--- config.mk ---
export PLATFORM = sky130hd
export DESIGN_NAME = pctd_ctrl
export DESIGN_NICKNAME = d
export VERILOG_FILES = /design/src/rtl/pctd_pkg.sv /design/src/rtl/pctd_ctrl.sv
export SDC_FILE = /design/constraint.sdc
export NUM_CORES = 1
export LEC_CHECK = 0
export ABC_AREA = 1
export BUFFER_PORTS_ARGS = -buffer_cell sky130_fd_sc_hd__buf_2
export CAP_MARGIN = 20
export CORE_AREA = 2 2 39 41
export DETAILED_ROUTE_END_ITERATION = 6
export DIE_AREA = 0 0 41 43
export GPL_ROUTABILITY_DRIVEN = 0
export GPL_TIMING_DRIVEN = 1
export PLACE_DENSITY_LB_ADDON = 0.1
export RECOVER_POWER = 50
export REMOVE_ABC_BUFFERS = 1
export SYNTH_ARGS = -nofsm -noshare
export SYNTH_HDL_FRONTEND = slang
export SYNTH_SLANG_ARGS = --single-unit
--- constraint.sdc ---
create_clock -name aclk -period 1.3 [get_ports aclk]
set_input_delay 0.195 -clock aclk [delete_from_list [all_inputs] [get_ports aclk]]
set_output_delay 0.195 -clock aclk [all_outputs]
set_load 0.03 [all_outputs]
--- src/rtl/pctd_pkg.sv ---
// pctd_pkg: shared types and constants of the prefix-code table decoder.
// No dependencies; pctd_ctrl, pctd_datapath and the core import it.
`default_nettype none

package pctd_pkg;

    localparam int SYM_W   = 8;
    localparam int ELEN_W  = 6;
    localparam int ECODE_W = 32;
    localparam int OP_W    = 2;

    // Item operations
    localparam logic [OP_W-1:0] OP_CLEAR = 2'd0;
    localparam logic [OP_W-1:0] OP_LOAD  = 2'd1;
    localparam logic [OP_W-1:0] OP_BIT   = 2'd2;

    // Result status codes
    localparam logic STATUS_OK      = 1'b0;
    localparam logic STATUS_NOMATCH = 1'b1;

    typedef struct packed {
        logic [OP_W-1:0]    op;
        logic [SYM_W-1:0]   entry_symbol;
        logic [ELEN_W-1:0]  entry_length;
        logic [ECODE_W-1:0] entry_code;
        logic               code_bit;
    } pctd_in_t;

    typedef struct packed {
        logic [SYM_W-1:0] decoded_symbol;
        logic             status;
    } pctd_out_t;

    // Controller to datapath
    typedef struct packed {
        logic take;          // latch the incoming beat, restart the scan
        logic clear_table;
        logic shift_bit;
        logic scan_step;
        logic write_hit;     // overwrite the matched entry
        logic write_new;     // append at entry_count
        logic result_match;
        logic result_error;
        logic out_load;
    } pctd_cmd_t;

    // Datapath to controller
    typedef struct packed {
        logic len_ok;
        logic table_full;
        logic scan_hit;
        logic scan_done;
        logic scan_enable;
        logic acc_full;
        logic out_free;
    } pctd_stat_t;

endpackage

`default_nettype wire

--- src/rtl/pctd_ctrl.sv ---
// pctd_ctrl: sequencing state machine of the prefix-code table decoder.
// Depends on pctd_pkg; drives pctd_datapath through pctd_cmd_t.
`default_nettype none

module pctd_ctrl
    import pctd_pkg::*;
(
    input  wire logic            aclk,
    input  wire logic            aresetn,
    input  wire logic            s_valid,
    output logic                 s_ready,
    input  wire logic [OP_W-1:0] in_op,
    input  wire pctd_stat_t      stat,
    output pctd_cmd_t            cmd
);

    localparam logic [1:0] S_IDLE      = 2'd0;
    localparam logic [1:0] S_LOAD_SCAN = 2'd1;
    localparam logic [1:0] S_BIT_SCAN  = 2'd2;
    localparam logic [1:0] S_EMIT      = 2'd3;

    logic [1:0] state_reg;
    logic [1:0] state_next;

    always_ff @(posedge aclk) begin
        if (!aresetn) begin
            state_reg <= S_IDLE;
        end else begin
            state_reg <= state_next;
        end
    end

    always_comb begin
        cmd        = '0;
        state_next = state_reg;
        s_ready    = 1'b0;
        unique case (state_reg)
            S_IDLE: begin
                s_ready = 1'b1;
                if (s_valid) begin
                    cmd.take = 1'b1;
                    unique case (in_op)
                        OP_CLEAR: cmd.clear_table = 1'b1;
                        OP_LOAD:  state_next = S_LOAD_SCAN;
                        OP_BIT: begin
                            cmd.shift_bit = 1'b1;
                            state_next    = S_BIT_SCAN;
                        end
                        default: ;
                    endcase
                end
            end
            S_LOAD_SCAN: begin
                if (!stat.len_ok) begin
                    state_next = S_IDLE;
                end else if (stat.scan_hit) begin
                    cmd.write_hit = 1'b1;
                    state_next    = S_IDLE;
                end else if (stat.scan_done) begin
                    cmd.write_new = !stat.table_full;
                    state_next    = S_IDLE;
                end else begin
                    cmd.scan_step = 1'b1;
                end
            end
            S_BIT_SCAN: begin
                if (stat.scan_enable && stat.scan_hit) begin
                    cmd.result_match = 1'b1;
                    state_next       = S_EMIT;
                end else if (!stat.scan_enable || stat.scan_done) begin
                    if (stat.acc_full) begin
                        cmd.result_error = 1'b1;
                        state_next       = S_EMIT;
                    end else begin
                        state_next = S_IDLE;
                    end
                end else begin
                    cmd.scan_step = 1'b1;
                end
            end
            S_EMIT: begin
                if (stat.out_free) begin
                    cmd.out_load = 1'b1;
                    state_next   = S_IDLE;
                end
            end
            default: state_next = S_IDLE;
        endcase
    end

endmodule

`default_nettype wire

; After elaboration in Yosys (flattened, before gate mapping)
; Index checks and enable logic that the tools add are counted.
[totals]
out_inout_bits = 10
reg_bits = 2
[classes]
muxes = 32
n_reduce_logical = 7
eq_ne = 10
[op_table]
columns = operator, n
row1 = 2-bit two-way mux, 10
row2 = 1-bit two-way mux, 16
row3 = 3-bit two-way mux, 3
row4 = 2-bit case mux with 4 select lines, 1
row5 = 2-bit equality test (second input constant), 3
row6 = 5-bit AND reduction, 1
row7 = 2-bit by 1-bit equality test with 1-bit output (second input constant), 2
row8 = 2-bit logical NOT, 2
row9 = 2-bit != test (second input constant), 2
row10 = 4-bit != test (second input constant), 1
row11 = 2-bit case mux with 2 select lines, 1
row12 = 3-bit by 1-bit != test with 1-bit output (second input constant), 1
row13 = 3-bit != test (second input constant), 1
row14 = 1-bit logical NOT, 2
row15 = 1-bit case mux with 2 select lines, 1
row16 = 1-bit logical AND, 1
row17 = 1-bit logical OR, 1

; Longest topological paths before layout
; Gate-level depths: netlist of run 1.
[depth]
word_depth = 5
depth_mapped = 10
ltp_nobuf = 10

; Worst setup path after synthesis of run 1
; No wires, ideal clock.
[synth_path]
path_type = reg2out
from = reg state_reg[1]
to = out cmd[3] in the netlist's numbering
t_arrival_ps = 1496
n_path_buf = 0
path_stages_with_launch = 5
required_ps = 1105
setup_slack_ps = -391
path_cell_list = dfxtp_1 > inv_1 > ha_1 > nand2_1 > nor4_1
[synth_lines]
columns = element, line
row1 = "start, declared", pctd_ctrl.sv:22  ; logic [1:0] state_reg;
row2 = "start signal, assigned", pctd_ctrl.sv:29  ; state_reg <= state_next;
row3 = "end, declared", pctd_ctrl.sv:14  ; output pctd_cmd_t cmd

==> flow_metrics.env, run 1 <==
export IMPL_status="complete, but fails checks"
export IMPL_violations="negative setup slack"
export IMPL_clk_latency_ns=0.22
export IMPL_tritoncts="built"
export IMPL_postRouteAntennaNets=0
export IMPL_synth_flop_cell="dfxtp_1"
export IMPL_arrival_ns=1.26
export IMPL_die_area_mm2=0.00176
export IMPL_p_leak_nw=0.365
export IMPL_grt_pass1_wl_mm=1.46
export IMPL_die_h_um=43
export IMPL_seq_area_frac_synth_pct=12.3
export IMPL_layout_nets=107
export IMPL_cts_buffer_depth=2
export IMPL_clock_skew_ns=0.00249
export IMPL_hold_viol_final=0
export IMPL_cts_inserted_buffers=3
export IMPL_rsz0062_at_grt="true"
export IMPL_grt_pass1_vias=369
export IMPL_routed_wl_um=859
export IMPL_htreeDepth=1
export IMPL_synthesis_area_um2=325
export IMPL_fin_cells=103
export IMPL_post_synth_top_count_cell="nand2_1"
export IMPL_relSlewSlack_pct=85.6
export IMPL_cts_hold_buf=0
export IMPL_remaining_drc_errors=0
export IMPL_yosysWarnings=0
export IMPL_root_buffer="clkbuf_4"
export IMPL_cts_sinks=2
export IMPL_io_buffers=21
export IMPL_clkTransAtPathRegs_ns=0.03
export IMPL_synth_largest_area_cell="ha_1"
export IMPL_postSynth_asyncResetShare_pct=0
export IMPL_cp_max_fo=3
export IMPL_viasPerCell=4.05
export IMPL_fin_hold_ws_ns=0.205
export IMPL_core_area_mm2=0.00138
export IMPL_maxCapViolCount=0
export IMPL_critical_path_startpoint_type="register"
export IMPL_drive_gt1_share_pct=55.2
export IMPL_ioPinCount=22
export IMPL_crit_required_ns=1.11
export IMPL_vias=417
export IMPL_synth_enable_flop_cells=0
export IMPL_synth_common_cells="15 x nand2_1, 14 x inv_1, 9 x nor2_1"
export IMPL_start_util_pct=23.5
export IMPL_max_clock_freq_mhz=687
export IMPL_yosys_top_cells_area="ha_1 23%, nand2_1 17%, inv_1 16%"
export IMPL_gr_total_overflow=0
export IMPL_peakVddDrop_mv=0.923
export IMPL_slew_viol_final=0
export IMPL_drt_iter0_drc=5
export IMPL_detail_route_wl_per_cell_um=8.34
export IMPL_place_inst=98
export IMPL_synth_cells=55
export IMPL_dp_hpwl_um=636
export IMPL_syn_to_final_growth_pct=96.5
export IMPL_worstSetupPathType="register to output port"
export IMPL_total_power_mw=1.12
export IMPL_antenna_cells=0
export IMPL_fin_crit_sh_pct=112
export IMPL_largest_reg_flops=2
export IMPL_grt_start_max_net_pins=5
export IMPL_fin_crit_ns=1.45
export IMPL_tightest_slew_ns=0.214
export IMPL_dpl_instance_area_um2=495
export IMPL_antenna_found_initial=0
export IMPL_hp_class="input port to register"
export IMPL_die_w_um=41
export IMPL_ys_ff_latch=2
export IMPL_syn_area_per_cell_um2=5.91
export IMPL_netlist_area_leader_share_pct=23.1
export IMPL_gr_usage_all_layers_pct=12.1
export IMPL_dr_pass1_iters=4
export IMPL_finalSetupViolCount=7
export IMPL_synth_distinct_cells=12
export IMPL_fp_row_count=14
export IMPL_design_area_um2=639
export IMPL_critPathCaptureType="output port"
export IMPL_setup_slack_ns=-0.155
export IMPL_p_per_area_mw_per_mm2=1750
-- through the flow --
step	TNS, ns	util [%]	worst slack (ns)
3_3_place_gp	-0.163	35.8	-0.0626
2_1_floorplan	-1.31	-	-0.391
5_1_grt	-1.30	46.2	-0.256
6_report	-0.637	46.2	-0.155
3_5_place_dp	-0.127	35.8	-0.0662
4_1_cts	-0.795	44.9	-0.178
-- critical path, cell delays in order, from the launching register on --
cell      delay, ns
dfxtp_4        0.34
inv_4          0.07
ha_4           0.13
nand2_4        0.05
nor2_2         0.07
nand2_1        0.06
a21boi_1       0.14
buf_4          0.17
-- timing repair --
item / 4_1_cts / 5_1_grt
endpoints found under the setup margin: 12 / 12
setup buffers: 3 / 0
pin swaps: 7 / 4
cloned: 0 / 0
resized for setup: 26 / 8
endpoints found under the hold margin: 0 / 0
-- where the power goes --
group	switching [mW]	internal, mW
Combinational	0.466	0.375
Clock	0.0328	0.102
Sequential	0.0362	0.109
Total	0.535	0.586
-- cells in the final DEF (no fill, tap or decap), types with 2 or more instances in the layout --
cell type	count
clkbuf_4	3
nand2_1	12
buf_2	11
buf_4	17
ha_1	2
nand2_2	2
nor2_1	8
ha_4	3
dfxtp_4	2
inv_1	12
o21ai_1	2
-- routing by layer --
| metal | track usage (%) | up-vias | part of all wire, % |
|---|---|---|---|
| met4 | 6.00 | 0 | 0 |
| li1 | - | 230 | - |
| met2 | 16.6 | 8 | 53 |
| met3 | 4.71 | 0 | 3.6 |
| met5 | 0 | - | 0 |
| met1 | 16.0 | 179 | 44 |
-- worst paths after layout --
path / endpoint / from / slack (ns) / cells after the start
setup / recovery: cmd[5] / state_reg[1] / -0.15 / 7
hold / removal: state_reg[1] / aresetn / 0.20 / 3
hold reg to reg: state_reg[1] / state_reg[1] / 0.68 / 5
setup reg to reg: state_reg[1] / state_reg[1] / 0.08 / 8
-- final cells by class --
cell class	count	area, um2
timing repair buffer	29	194
fill	157	744
multi-input combinational	38	297
sequential	2	47.5
tap	16	20.0
inverter	15	58.8
clock buffer	3	22.5
-- logic make-up (layout without fill, tap and decap cells) --
kind of cell	Yosys count	count (layout)	synth area share (%)
and+or+nand+nor	28	28	39.6
AOI/OAI and AO/OA	4	4	7.69
DFF	2	2	12.3
buffers and inverters	15	47	17.3
adders and majority gates	6	6	23.1
(Power assumes the default switching activity.)
==> inputs of run 2 (changes only) <==
Settings changed: REMOVE_ABC_BUFFERS 1 to default.
==> run 2 against run 1 <==
Against the previous run: the run still ends with negative setup slack left; register-to-register slack about the same; combinational power fell by 4.6%; via count down 2.6%; core utilization grew 1.3 points; routed wire length down 5.1%; power shrank 3.5%; clock power barely moved; global-route usage down 1.5 points; cell count decreased by 2.9%; sequential cell count did not move; cell area is 2.7% higher; sequential power barely moved.
==> flow_metrics.env, run 2 (synthesized netlist as in run 1, its figures left out) <==
export IMPL_status="complete, but fails checks"
export IMPL_violations="negative setup slack"
export IMPL_p_leak_nw=0.359
export IMPL_crit_family="buffers and inverters"
export IMPL_antenna_found_initial=0
export IMPL_worstSetupPathType="register to output port"
export IMPL_reg2regPathDepth=8
export IMPL_rsz0062_at_grt="true"
export IMPL_cp_slowest_cell="dfxtp_2"
export IMPL_p_per_area_mw_per_mm2=1650
export IMPL_synthesis_nets=73
export IMPL_core_area_mm2=0.00138
export IMPL_largest_reg_flops=2
export IMPL_r2r_start="state_reg[1]"
export IMPL_grt_pass1_vias=377
export IMPL_hold_depth=3
export IMPL_clk_latency_ns=0.22
export IMPL_crit_chain="inv_2 -> ha_4 -> nand2_4 -> buf_6 -> nor4_4 -> buf_6"
export IMPL_ioPinCount=22
export IMPL_htreeDepth=1
export IMPL_fin_crit_sh_pct=111
export IMPL_routed_wl_um=815
export IMPL_gr_total_overflow=0
export IMPL_die_area_mm2=0.00176
export IMPL_start_util_pct=23.5
export IMPL_dp_hpwl_um=663
export IMPL_grt_start_max_net_pins=5
export IMPL_cts_sinks=2
export IMPL_remaining_drc_errors=0
export IMPL_holdPathEnd="state_reg[1]"
export IMPL_fin_crit_ns=1.44
export IMPL_tightest_slew_ns=0.215
export IMPL_cts_inserted_buffers=3
export IMPL_peakVddDrop_mv=0.971
export IMPL_cp_max_fo=3
export IMPL_tritoncts="built"
export IMPL_detail_route_wl_per_cell_um=8.15
export IMPL_max_clock_freq_mhz=692
export IMPL_hold_viol_final=0
export IMPL_rr_endpoint="state_reg[0]"
export IMPL_finalSetupViolCount=7
export IMPL_io_buffers=21
export IMPL_critPathBufInv=3
export IMPL_clkTransAtPathRegs_ns=0.03
export IMPL_antenna_cells=0
export IMPL_vias=406
export IMPL_postRouteAntennaNets=0
export IMPL_setup_slack_ns=-0.144
export IMPL_critPathCaptureType="output port"
export IMPL_grt_pass1_wl_mm=1.33
export IMPL_fp_row_count=14
export IMPL_design_area_um2=657
export IMPL_viasPerCell=4.06
export IMPL_dr_pass1_iters=2
export IMPL_drt_iter0_drc=1
export IMPL_r2r_slack_ns=0.08
export IMPL_slowest_delay_ns=0.32
export IMPL_clock_skew_ns=0.00248
export IMPL_fin_hold_ws_ns=0.201
export IMPL_relSlewSlack_pct=85.5
export IMPL_syn_to_final_growth_pct=102
export IMPL_final_cell_mix="12 x buf_2, 11 x inv_1, 11 x nand2_1, 10 x buf_4, 6 x nor2_1"
export IMPL_path_common_cell="buf_6"
export IMPL_hp_start="aresetn"
export IMPL_critical_path_startpoint_type="register"
export IMPL_mostFrequentLayoutCell="buf_2"
export IMPL_maxCapViolCount=0
export IMPL_root_buffer="clkbuf_4"
export IMPL_layout_nets=104
export IMPL_gr_usage_all_layers_pct=10.6
export IMPL_fill_cells=160
export IMPL_tns_ns=-0.675
export IMPL_die_w_um=41
export IMPL_die_h_um=43
export IMPL_drive_gt1_share_pct=59.5
export IMPL_hp_class="input port to register"
export IMPL_dpl_instance_area_um2=520
export IMPL_arrival_ns=1.25
export IMPL_slew_viol_final=0
export IMPL_cts_buffer_depth=2
export IMPL_crit_required_ns=1.11
[run 2: cell count changes in the layout (fill, tap and decap cells not counted), sizes merged]
cell / before / now
buf: 29 / 26
[run 2: routing by layer]
metal	routed length [um]	vias up	share of wire, %	GRT usage [%]
li1	-	222	-	-
met3	36	0	4.4	0
met2	452	9	55	18.4
met5	0	-	0	0
met1	326	175	40	12.1
met4	0	0	0	6.00
[run 2: layout make-up]
class                   count  area (um2)  area share (%)
well taps                  16        20.0            3.05
repair buffers             26         180            27.4
flip-flops and latches      2        45.0            6.86
clock buffers               3        22.5            3.43
multi-input cells          38         330            50.3
inverters                  15        58.8            8.95
[run 2: stage by stage]
step / instances / total power, mW / setup WS (ns) / utilization (%)
floorplan: 55 / 0.585 / -0.0476 / -
global placement: 96 / 0.762 / -0.0338 / 37.6
detailed placement: 96 / 0.758 / -0.0315 / 37.6
CTS: 100 / 1.06 / -0.157 / 45.8
global route: 100 / 1.18 / -0.196 / 47.5
finish: 100 / 1.08 / -0.144 / 47.5
[run 2: what timing repair did]
action | CTS | global route
pin swaps | 2 | 5
hold endpoints to repair | 0 | 0
hold buffers | 0 | 0
endpoints found under the setup margin | 10 | 11
gates resized for setup | 25 | 8
gates cloned | 0 | 0
buffers inserted | 1 | 0
[run 2: how the worst max path moves through the flow]
stage / from / cells after the start / end / slack, ns
final: state_reg[1] / 6 / cmd[3] / -0.14
after global routing: state_reg[1] / 7 / cmd[5] / -0.20
after CTS: state_reg[1] / 7 / cmd[5] / -0.16
after detailed placement: state_reg[0] / 5 / cmd[1] / -0.03
after global placement: state_reg[0] / 5 / cmd[1] / -0.03
after floorplan: state_reg[1] / 4 / cmd[3] / -0.05
[run 2: tightest hold or removal path, delay by kind of cell]
kind	cells	cell delay [ns]
simple gates	2	0.09
buf+inv	1	0.10
[run 2: power by group]
| part | switching [mW] | internal, mW |
|---|---|---|
| clock | 0.0354 | 0.102 |
| sequential | 0.0390 | 0.104 |
| combinational | 0.470 | 0.332 |
